### src/sv/ow_pkg.sv
// ----------------------------------------------------------------------------
// ow_pkg
// shared types and constants of the one-wire bus master
// ----------------------------------------------------------------------------
package ow_pkg;

  localparam int BITS_PER_BYTE = 8;
  localparam int TCNT_W        = 12;
  localparam int BIDX_W        = $clog2(BITS_PER_BYTE);

  // operation phases, equal to the command codes that start them
  localparam logic [1:0] PH_IDLE  = 2'd0;
  localparam logic [1:0] PH_RESET = 2'd1;
  localparam logic [1:0] PH_WRITE = 2'd2;
  localparam logic [1:0] PH_READ  = 2'd3;

  // register indexes
  localparam logic [2:0] REG_RESET_LOW     = 3'd0;
  localparam logic [2:0] REG_PRESENCE_WAIT = 3'd1;
  localparam logic [2:0] REG_RESET_TAIL    = 3'd2;
  localparam logic [2:0] REG_SLOT          = 3'd3;
  localparam logic [2:0] REG_WRITE_ONE_LOW = 3'd4;
  localparam logic [2:0] REG_WRITE_ZERO_LOW = 3'd5;
  localparam logic [2:0] REG_READ_LOW      = 3'd6;
  localparam logic [2:0] REG_READ_SAMPLE   = 3'd7;

  typedef struct packed {
    logic [9:0] reset_low_us;
    logic [9:0] presence_wait_us;
    logic [9:0] reset_tail_us;
    logic [7:0] slot_us;
    logic [7:0] write_one_low_us;
    logic [7:0] write_zero_low_us;
    logic [7:0] read_low_us;
    logic [7:0] read_sample_us;
  } ow_cfg_t;

  typedef struct packed {
    logic       pull_low;
    logic       busy_res;
    logic       done_res;
    logic       presence;
    logic [7:0] rx_byte;
  } ow_result_t;

endpackage

### src/sv/ow_apb_regs.sv
// ----------------------------------------------------------------------------
// ow_apb_regs
// timing registers of the one-wire master behind an apb-style port
// ----------------------------------------------------------------------------
module ow_apb_regs (
  input  logic            clk,
  input  logic            rst_n,
  input  logic            psel,
  input  logic            penable,
  input  logic            pwrite,
  input  logic [4:0]      paddr,
  input  logic [31:0]     pwdata,
  output logic [31:0]     prdata,
  output logic            pready,
  output ow_pkg::ow_cfg_t cfg
);
  import ow_pkg::*;

  ow_cfg_t    cfg_r;
  logic       wr_en;
  logic [2:0] idx;

  assign pready = 1'b1;
  assign wr_en  = psel && penable && pwrite;
  assign idx    = paddr[4:2];
  assign cfg    = cfg_r;

  always_ff @(posedge clk) begin
    if (!rst_n) begin
      cfg_r.reset_low_us      <= 10'd480;
      cfg_r.presence_wait_us  <= 10'd70;
      cfg_r.reset_tail_us     <= 10'd410;
      cfg_r.slot_us           <= 8'd70;
      cfg_r.write_one_low_us  <= 8'd6;
      cfg_r.write_zero_low_us <= 8'd60;
      cfg_r.read_low_us       <= 8'd6;
      cfg_r.read_sample_us    <= 8'd9;
    end else if (wr_en) begin
      unique case (idx)
        REG_RESET_LOW:      cfg_r.reset_low_us      <= pwdata[9:0];
        REG_PRESENCE_WAIT:  cfg_r.presence_wait_us  <= pwdata[9:0];
        REG_RESET_TAIL:     cfg_r.reset_tail_us     <= pwdata[9:0];
        REG_SLOT:           cfg_r.slot_us           <= pwdata[7:0];
        REG_WRITE_ONE_LOW:  cfg_r.write_one_low_us  <= pwdata[7:0];
        REG_WRITE_ZERO_LOW: cfg_r.write_zero_low_us <= pwdata[7:0];
        REG_READ_LOW:       cfg_r.read_low_us       <= pwdata[7:0];
        REG_READ_SAMPLE:    cfg_r.read_sample_us    <= pwdata[7:0];
        default: ;
      endcase
    end
  end

  always_comb begin
    unique case (idx)
      REG_RESET_LOW:      prdata = {22'd0, cfg_r.reset_low_us};
      REG_PRESENCE_WAIT:  prdata = {22'd0, cfg_r.presence_wait_us};
      REG_RESET_TAIL:     prdata = {22'd0, cfg_r.reset_tail_us};
      REG_SLOT:           prdata = {24'd0, cfg_r.slot_us};
      REG_WRITE_ONE_LOW:  prdata = {24'd0, cfg_r.write_one_low_us};
      REG_WRITE_ZERO_LOW: prdata = {24'd0, cfg_r.write_zero_low_us};
      REG_READ_LOW:       prdata = {24'd0, cfg_r.read_low_us};
      REG_READ_SAMPLE:    prdata = {24'd0, cfg_r.read_sample_us};
      default:            prdata = 32'd0;
    endcase
  end

endmodule

### src/sv/ow_engine.sv
// ----------------------------------------------------------------------------
// ow_engine
// per-tick reset / write / read slot sequencer and its state registers
// ----------------------------------------------------------------------------
module ow_engine (
  input  logic               clk,
  input  logic               rst_n,
  input  logic               advance,
  input  logic [1:0]         action,
  input  logic [7:0]         tx_byte,
  input  logic               line_in,
  input  ow_pkg::ow_cfg_t    cfg,
  output ow_pkg::ow_result_t res
);
  import ow_pkg::*;

  logic [1:0]        phase_r, phase_nxt;
  logic [TCNT_W-1:0] tcnt_r, tcnt_nxt;
  logic [BIDX_W-1:0] bidx_r, bidx_nxt;
  logic [7:0]        shift_r, shift_nxt;
  logic              pres_r, pres_nxt;
  logic [7:0]        rx_r, rx_nxt;

  logic              start;
  logic [1:0]        ph;
  logic [TCNT_W-1:0] t;
  logic [BIDX_W-1:0] bi;
  logic [7:0]        sh;
  logic [10:0]       rst_smp;
  logic [TCNT_W-1:0] rst_end;
  logic [7:0]        slot_last;
  logic [7:0]        low_t;
  logic [8:0]        rd_sum;
  logic [7:0]        rd_smp;
  logic              pull, busy, done;

  assign rst_smp   = {1'b0, cfg.reset_low_us} + {1'b0, cfg.presence_wait_us};
  assign rst_end   = {1'b0, rst_smp} + {2'b00, cfg.reset_tail_us};
  // a zero slot length counts as one tick
  assign slot_last = (cfg.slot_us == 8'd0) ? 8'd0 : cfg.slot_us - 8'd1;
  assign rd_sum    = {1'b0, cfg.read_low_us} + {1'b0, cfg.read_sample_us};
  assign rd_smp    = (rd_sum > {1'b0, slot_last}) ? slot_last : rd_sum[7:0];

  always_comb begin
    start = (phase_r == PH_IDLE) && (action != PH_IDLE);
    ph    = start ? action : phase_r;
    t     = start ? '0 : tcnt_r;
    bi    = start ? '0 : bidx_r;
    sh    = start ? ((action == PH_WRITE) ? tx_byte : 8'd0) : shift_r;

    phase_nxt = ph;
    tcnt_nxt  = t;
    bidx_nxt  = bi;
    shift_nxt = sh;
    pres_nxt  = pres_r;
    rx_nxt    = rx_r;
    low_t     = 8'd0;
    pull      = 1'b0;
    busy      = 1'b0;
    done      = 1'b0;

    if (ph == PH_RESET) begin
      busy = 1'b1;
      pull = t < {2'b00, cfg.reset_low_us};
      if (t == {1'b0, rst_smp}) pres_nxt = ~line_in;
      if (t >= rst_end) begin
        done      = 1'b1;
        phase_nxt = PH_IDLE;
        tcnt_nxt  = '0;
      end else begin
        tcnt_nxt = t + 1'b1;
      end
    end else if (ph == PH_WRITE || ph == PH_READ) begin
      busy = 1'b1;
      if (ph == PH_WRITE) begin
        low_t = sh[0] ? cfg.write_one_low_us : cfg.write_zero_low_us;
      end else begin
        low_t = cfg.read_low_us;
        if (t == {4'd0, rd_smp}) shift_nxt = {line_in, sh[7:1]};
      end
      pull = t < {4'd0, low_t};
      if (t >= {4'd0, slot_last}) begin
        tcnt_nxt = '0;
        if (ph == PH_WRITE) shift_nxt = {1'b0, sh[7:1]};
        if (bi == BIDX_W'(BITS_PER_BYTE - 1)) begin
          if (ph == PH_READ) rx_nxt = shift_nxt;
          done      = 1'b1;
          phase_nxt = PH_IDLE;
          bidx_nxt  = '0;
        end else begin
          bidx_nxt = bi + 1'b1;
        end
      end else begin
        tcnt_nxt = t + 1'b1;
      end
    end
  end

  assign res.pull_low = pull;
  assign res.busy_res = busy;
  assign res.done_res = done;
  assign res.presence = pres_nxt;
  assign res.rx_byte  = rx_nxt;

  always_ff @(posedge clk) begin
    if (!rst_n) begin
      phase_r <= PH_IDLE;
      tcnt_r  <= '0;
      bidx_r  <= '0;
      shift_r <= 8'd0;
      pres_r  <= 1'b0;
      rx_r    <= 8'd0;
    end else if (advance) begin
      phase_r <= phase_nxt;
      tcnt_r  <= tcnt_nxt;
      bidx_r  <= bidx_nxt;
      shift_r <= shift_nxt;
      pres_r  <= pres_nxt;
      rx_r    <= rx_nxt;
    end
  end

  a_done_to_idle: assert property (@(posedge clk) disable iff (!rst_n)
    advance && res.done_res |=> phase_r == PH_IDLE)
    else $error("phase not idle after done tick");

  a_idle_clean: assert property (@(posedge clk) disable iff (!rst_n)
    phase_r == PH_IDLE |-> tcnt_r == '0 && bidx_r == '0)
    else $error("counters not cleared while idle");

  a_busy_phase: assert property (@(posedge clk) disable iff (!rst_n)
    advance && phase_r != PH_IDLE |-> res.busy_res)
    else $error("active phase without busy");

endmodule

### src/sv/one_wire_bus_master.sv
// ----------------------------------------------------------------------------
// one_wire_bus_master
// one-wire bus master driven by one microsecond tick per input transfer
// ----------------------------------------------------------------------------
//  channel  direction  signals
//  in       slave      in_valid/in_ready, in_action, in_tx_byte, in_line_in
//  out      master     out_valid/out_ready, out_pull_low, out_busy_res,
//                      out_done_res, out_presence, out_rx_byte
//  cfg      apb slave  psel, penable, pwrite, paddr, pwdata, prdata, pready
//
//  one tick per clock sustained while the output is not stalled; a tick goes
//  from input register, then slot sequencer, into the output register
//  synchronous active-low reset restores the timing registers and idles
//  a stalled output holds the input register, which then backs up in_ready
// ----------------------------------------------------------------------------
module one_wire_bus_master (
  input  logic        clk,
  input  logic        rst_n,
  input  logic        in_valid,
  output logic        in_ready,
  input  logic [1:0]  in_action,
  input  logic [7:0]  in_tx_byte,
  input  logic        in_line_in,
  output logic        out_valid,
  input  logic        out_ready,
  output logic        out_pull_low,
  output logic        out_busy_res,
  output logic        out_done_res,
  output logic        out_presence,
  output logic [7:0]  out_rx_byte,
  input  logic        psel,
  input  logic        penable,
  input  logic        pwrite,
  input  logic [4:0]  paddr,
  input  logic [31:0] pwdata,
  output logic [31:0] prdata,
  output logic        pready
);
  import ow_pkg::*;

  logic       in_vld_r;
  logic [1:0] act_r;
  logic [7:0] tx_r;
  logic       line_r;
  logic       out_vld_r;
  ow_result_t res_r;
  ow_result_t res;
  ow_cfg_t    cfg;
  logic       adv;

  assign adv      = in_vld_r && (!out_vld_r || out_ready);
  assign in_ready = !in_vld_r || adv;

  ow_apb_regs u_regs (
    .clk     (clk),
    .rst_n   (rst_n),
    .psel    (psel),
    .penable (penable),
    .pwrite  (pwrite),
    .paddr   (paddr),
    .pwdata  (pwdata),
    .prdata  (prdata),
    .pready  (pready),
    .cfg     (cfg)
  );

  ow_engine u_engine (
    .clk     (clk),
    .rst_n   (rst_n),
    .advance (adv),
    .action  (act_r),
    .tx_byte (tx_r),
    .line_in (line_r),
    .cfg     (cfg),
    .res     (res)
  );

  always_ff @(posedge clk) begin
    if (!rst_n) begin
      in_vld_r <= 1'b0;
    end else if (in_ready) begin
      in_vld_r <= in_valid;
    end
  end

  always_ff @(posedge clk) begin
    if (in_ready && in_valid) begin
      act_r  <= in_action;
      tx_r   <= in_tx_byte;
      line_r <= in_line_in;
    end
  end

  always_ff @(posedge clk) begin
    if (!rst_n) begin
      out_vld_r <= 1'b0;
    end else if (adv) begin
      out_vld_r <= 1'b1;
    end else if (out_ready) begin
      out_vld_r <= 1'b0;
    end
  end

  // result register, loaded with each processed tick
  always_ff @(posedge clk) begin
    if (adv) res_r <= res;
  end

  assign out_valid    = out_vld_r;
  assign out_pull_low = res_r.pull_low;
  assign out_busy_res = res_r.busy_res;
  assign out_done_res = res_r.done_res;
  assign out_presence = res_r.presence;
  assign out_rx_byte  = res_r.rx_byte;

  a_hold_input: assert property (@(posedge clk) disable iff (!rst_n)
    in_vld_r && !adv |=> in_vld_r && $stable(act_r) && $stable(tx_r))
    else $error("pending tick lost while output stalled");

  a_adv_fills_out: assert property (@(posedge clk) disable iff (!rst_n)
    adv |=> out_vld_r)
    else $error("processed tick produced no result");

  a_done_busy: assert property (@(posedge clk) disable iff (!rst_n)
    out_vld_r && res_r.done_res |-> res_r.busy_res)
    else $error("done without busy");

endmodule
### config.mk
export PLATFORM = sky130hd
export DESIGN_NAME = one_wire_bus_master
export DESIGN_NICKNAME = d
export VERILOG_FILES = /design/src/sv/ow_pkg.sv /design/src/sv/ow_apb_regs.sv /design/src/sv/ow_engine.sv /design/src/sv/one_wire_bus_master.sv
export SDC_FILE = /design/constraint.sdc
export NUM_CORES = 1
export LEC_CHECK = 0
export BUFFER_PORTS_ARGS = -buffer_cell sky130_fd_sc_hd__buf_2
export CORE_MARGIN = 2
export CORE_UTILIZATION = 57
export DETAILED_ROUTE_END_ITERATION = 8
export GPL_TIMING_DRIVEN = 0
export PLACE_DENSITY_LB_ADDON = 0.15
export SYNTH_ARGS = -nofsm -noshare
export SYNTH_HDL_FRONTEND = slang
export SYNTH_HIERARCHICAL = 1
export SYNTH_SLANG_ARGS = --single-unit
### constraint.sdc
create_clock -name clk -period 13.2 [get_ports clk]
set_input_delay 2.64 -clock clk [delete_from_list [all_inputs] [get_ports clk]]
set_output_delay 2.64 -clock clk [all_outputs]
set_load 0.02 [all_outputs]
==> summary by stage <==
Run status
The flow ran to the end, and the final reports show no timing, DRC or antenna violations.

Floorplanning
The die covers between 0.015 and 0.02 mm2. After floorplanning, the core was divided into 47 placement rows. The vertical die dimension is 134 um. The floorplan step set the die width to 134 um.

The area of the core region is around 0.017 mm2. The number of primary I/O pins is about 100. The initial core utilization is 58.5%.

Drt
The routed layout has around 9.1k vias. The number of detailed-route iterations in the first pass is 6. In the final routed layout, each cell accounts on average for 19.1 um. The number of DRC markers in iteration 0 is between 700 and 800. The detail route stage leaves a number of antenna-violating nets equal to 0.

The residual DRC count is 0. The routed wire length is approximately 29000 um. The via density per instance is approximately 6.

Worst setup path
The launching element of the worst setup path is paddr[4]. The arrival time of data at the critical path endpoint is 4.05 ns. STA classifies the critical path endpoint as an output port. STA puts the critical path data required time at between 10 and 15 ns. The worst setup path is launched from an input pin. The start of the worst register-to-register path is u_regs/cfg[60]$_SDFFE_PN0P_.

The worst setup path category is input pin to output port. The maximum fanout along the worst path is 10.

Clocking
For the worst-skew pair, the clock arrives at the later sink with an insertion delay of roughly 0.44 ns. The clock tree root driver cell is clkbuf_16. Once the clock tree was built, the resizer swapped 0 gates to a different size.

Post-CTS timing repair inserted 0 buffers for setup. The number of buffers on the longest clock path is 2. The CTS tree is done. The clock net in this run drives a total of 129 sinks. Hold repair after CTS inserted 0 buffers. The H-tree level count is 4.

The clock-pin slew of the registers on the worst-case setup and hold paths is 0.06 ns. Counting the buffers created by CTS gives 17.

STA
The clock arrives with 0.0136 ns of skew. The share of the cycle needed by the critical path after routing is 50.7%. The final hold violation count came to 0. The highest clock rate is 0.149 GHz. After routing, the total negative slack on setup checks comes to 0 ns. For the pin with the worst max-slew slack, the measured transition is ~1.3 ns.

The smallest clock period supported by the final layout is computed as 6.69 ns. Setup repair after global routing left no endpoint under its margin. The max-slew violation total from the final report is 0. The worst-case headroom to the max-slew limit is 14.9%. Setup slack closes at 6.51 ns. The setup-violating endpoint count in the final report is 0.

Synthesis
The xor-xnor portion of the synthesized cell area is 4.38%. Counting flops and latches in the post-synthesis netlist gives 129. A synthesized cell averages 8.26 um2. The portion of the post-synthesis area used by sequential elements is 29.0%. The commonest cells after synthesis are nand2_1 (139), dfxtp_1 (106), o21ai_0 (84), nor2_1 (78), ha_1 (77). The number of distinct library cell variants in the gate-level netlist after synthesis is 83. In the post-synthesis netlist, the biggest area contributors are dfxtp_1 (22%), ha_1 (9.9%), edfxtp_1 (7.1%). The largest family of logic cells by synthesized area is compound AO/OA/AOI/OAI gates.

The netlist area before placement is around 0.0097 mm2. Yosys printed 6 warnings. The post-synthesis cell type with the largest combined area is dfxtp_1.

The number of enable flip-flop cells after synthesis is 23. Of the total synthesized cell area, the portion taken by full adders, half adders and majority gates is between 10% and 20%. The simple-gate share of the synthesized area is 18.4%. The area fraction of the dominant cell type after synthesis is roughly 22%. The synthesized netlist devotes 22.2% of its cell area to compound gates. Measured against the total synthesized area, the mux share comes to 7.22%. Of all flip-flops after synthesis, the portion carrying an async set or reset was 0%. In the post-synthesis netlist, the cell with the most instances is nand2_1.

The prevailing post-synth register cell is dfxtp_1. The cell count after synthesis is 1173.

Layout
The area growth from synthesis to layout is 12.0%. The repair_antennas step left the layout with diodes totalling 0. The ratio of cells with drive above 1 in the final layout is 13.4%.

The post-route cell area is approximately 0.011 mm2. After the last flow step, the layout net total stands at 1393. Once layout is complete, the utilization of the core stands at 65.5%.

Place
Detailed placement ended at an HPWL of 21300 um. At the end of routability-driven placement, the weighted congestion stood at 0.941. The placed instances occupy a cell area of 0.0103 mm2. In this run the tool buffered the top-level ports with 45 buffer cells. The worst slack at placement is 6.52 ns.

Pwr
Across the VDD grid, the largest voltage drop is 0.0958 mV. The cell area power density is 97.7 mW/mm2. The analysis attributes to cell leakage a power of roughly 4.6 nW. The total chip power is about 1.1 mW.

Min path
In this run the most critical hold path is launched from u_engine/shift_r[1]$_SDFFE_PN0P_. The min-delay analysis places its worst path in the category flop to flop.

GRT
The initial antenna violation count was 0. The number of global-route vias before repair came to 8325. The total global-route track usage is between 30% and 40%. The wire length of the first global-routing pass is 44400 um.

The total overflow left after global routing is 0. Entering global routing, the biggest net connects 17 pins.

Flow run
The max-cap violation count is 0.
kinds of logic (layout without fill, tap and decap cells):
kind of cell,count (synthesis),after routing
AO/OA/AOI/OAI,323,323
XOR/XNOR,42,42
adder cells (fa/ha/maj),80,80
buffers and inverters,162,239
flip-flops,129,129
multiplexers,64,64
other,2,23
AND/OR/NAND/NOR,371,371
layout by cell type (no fill, tap or decap), types with 6 or more instances in the layout:
master / count
o21ai_0: 84
dfxtp_1: 106
o21ai_1: 8
nand3_1: 45
a22oi_1: 7
a31oi_1: 6
mux2_2: 13
a22o_1: 7
nand2b_1: 11
nor3_1: 17
clkbuf_16: 17
nand2_1: 139
edfxtp_1: 23
buf_2: 61
ha_1: 77
inv_8: 6
a21o_1: 15
xor2_1: 12
o21a_1: 11
conb_1: 23
nor2b_1: 20
a21boi_1: 9
nand4_1: 7
mux2i_1: 44
o211ai_1: 17
a21oi_1: 53
inv_1: 67
buf_4: 33
and3_1: 8
a221oi_1: 17
a21boi_0: 38
and2_1: 9
nor2_1: 78
clkbuf_1: 36
xnor2_1: 26
per-layer routing:
layer | share of wire [%] | vias to the layer above | GRT usage (%)
met5 | 0 | - | 0
met4 | 4.1 | 0 | 13.6
met3 | 6.7 | 94 | 4.61
met2 | 46 | 421 | 52.7
met1 | 43 | 4261 | 41.2
li1 | - | 4305 | -
path summary, 6_finish.rpt:
check / to / slack (ns) / cells after the start
max: prdata[7] / 6.51 / 8
min: u_engine/shift_r[1]$_SDFFE_PN0P_ / 0.48 / 2
max reg2reg: u_engine/tcnt_r[5]$_SDFFE_PN0P_ / 7.53 / 26
min reg2reg: u_engine/shift_r[1]$_SDFFE_PN0P_ / 0.48 / 2
per-stage QoR:
stage / cells / hold WS [ns]
floorplan: 1194 / 0.446
global placement: 1459 / 0.466
detailed placement: 1459 / 0.464
CTS: 1491 / 0.476
global route: 1491 / 0.500
finish: 1491 / 0.480
worst max-delay path, cell delays in order:
cell and delay [ns]:
buf_2 0.08, buf_2 0.19, nor2b_1 0.08, buf_2 0.20
a22o_1 0.32, a221oi_1 0.32, nor2_1 0.06, buf_2 0.16
final cells by class:
type                            instances  area (um2)
Buffer                                 94         534
Clock buffer                           17         425
Clock inverter                         15         161
Fill cell                            1476        5720
Inverter                               68         255
Multi-Input combinational cell        903        6170
Sequential cell                       129        2810
Tap cell                              220         275
Timing Repair Buffer                   45         225
flip-flops by register name, indices dropped and copies added, names as in the netlist:
register,flops
out_busy_res,1
tx_r,8
u_engine/bidx_r,3
out_presence,1
u_engine/shift_r,8
in_vld_r,1
line_r,1
out_valid,1
u_engine/tcnt_r,12
u_regs/cfg,70
u_engine/pres_r,1
out_pull_low,1
out_done_res,1
act_r,2
u_engine/phase_r,2
out_rx_byte,8
u_engine/rx_r,8
power by group:
group / switching (mW) / internal, mW
Clock: 0.220 / 0.254
Sequential: 0.00724 / 0.409
Combinational: 0.110 / 0.0612
Total: 0.337 / 0.724
Note: power is estimated with default switching activity, not from simulation.
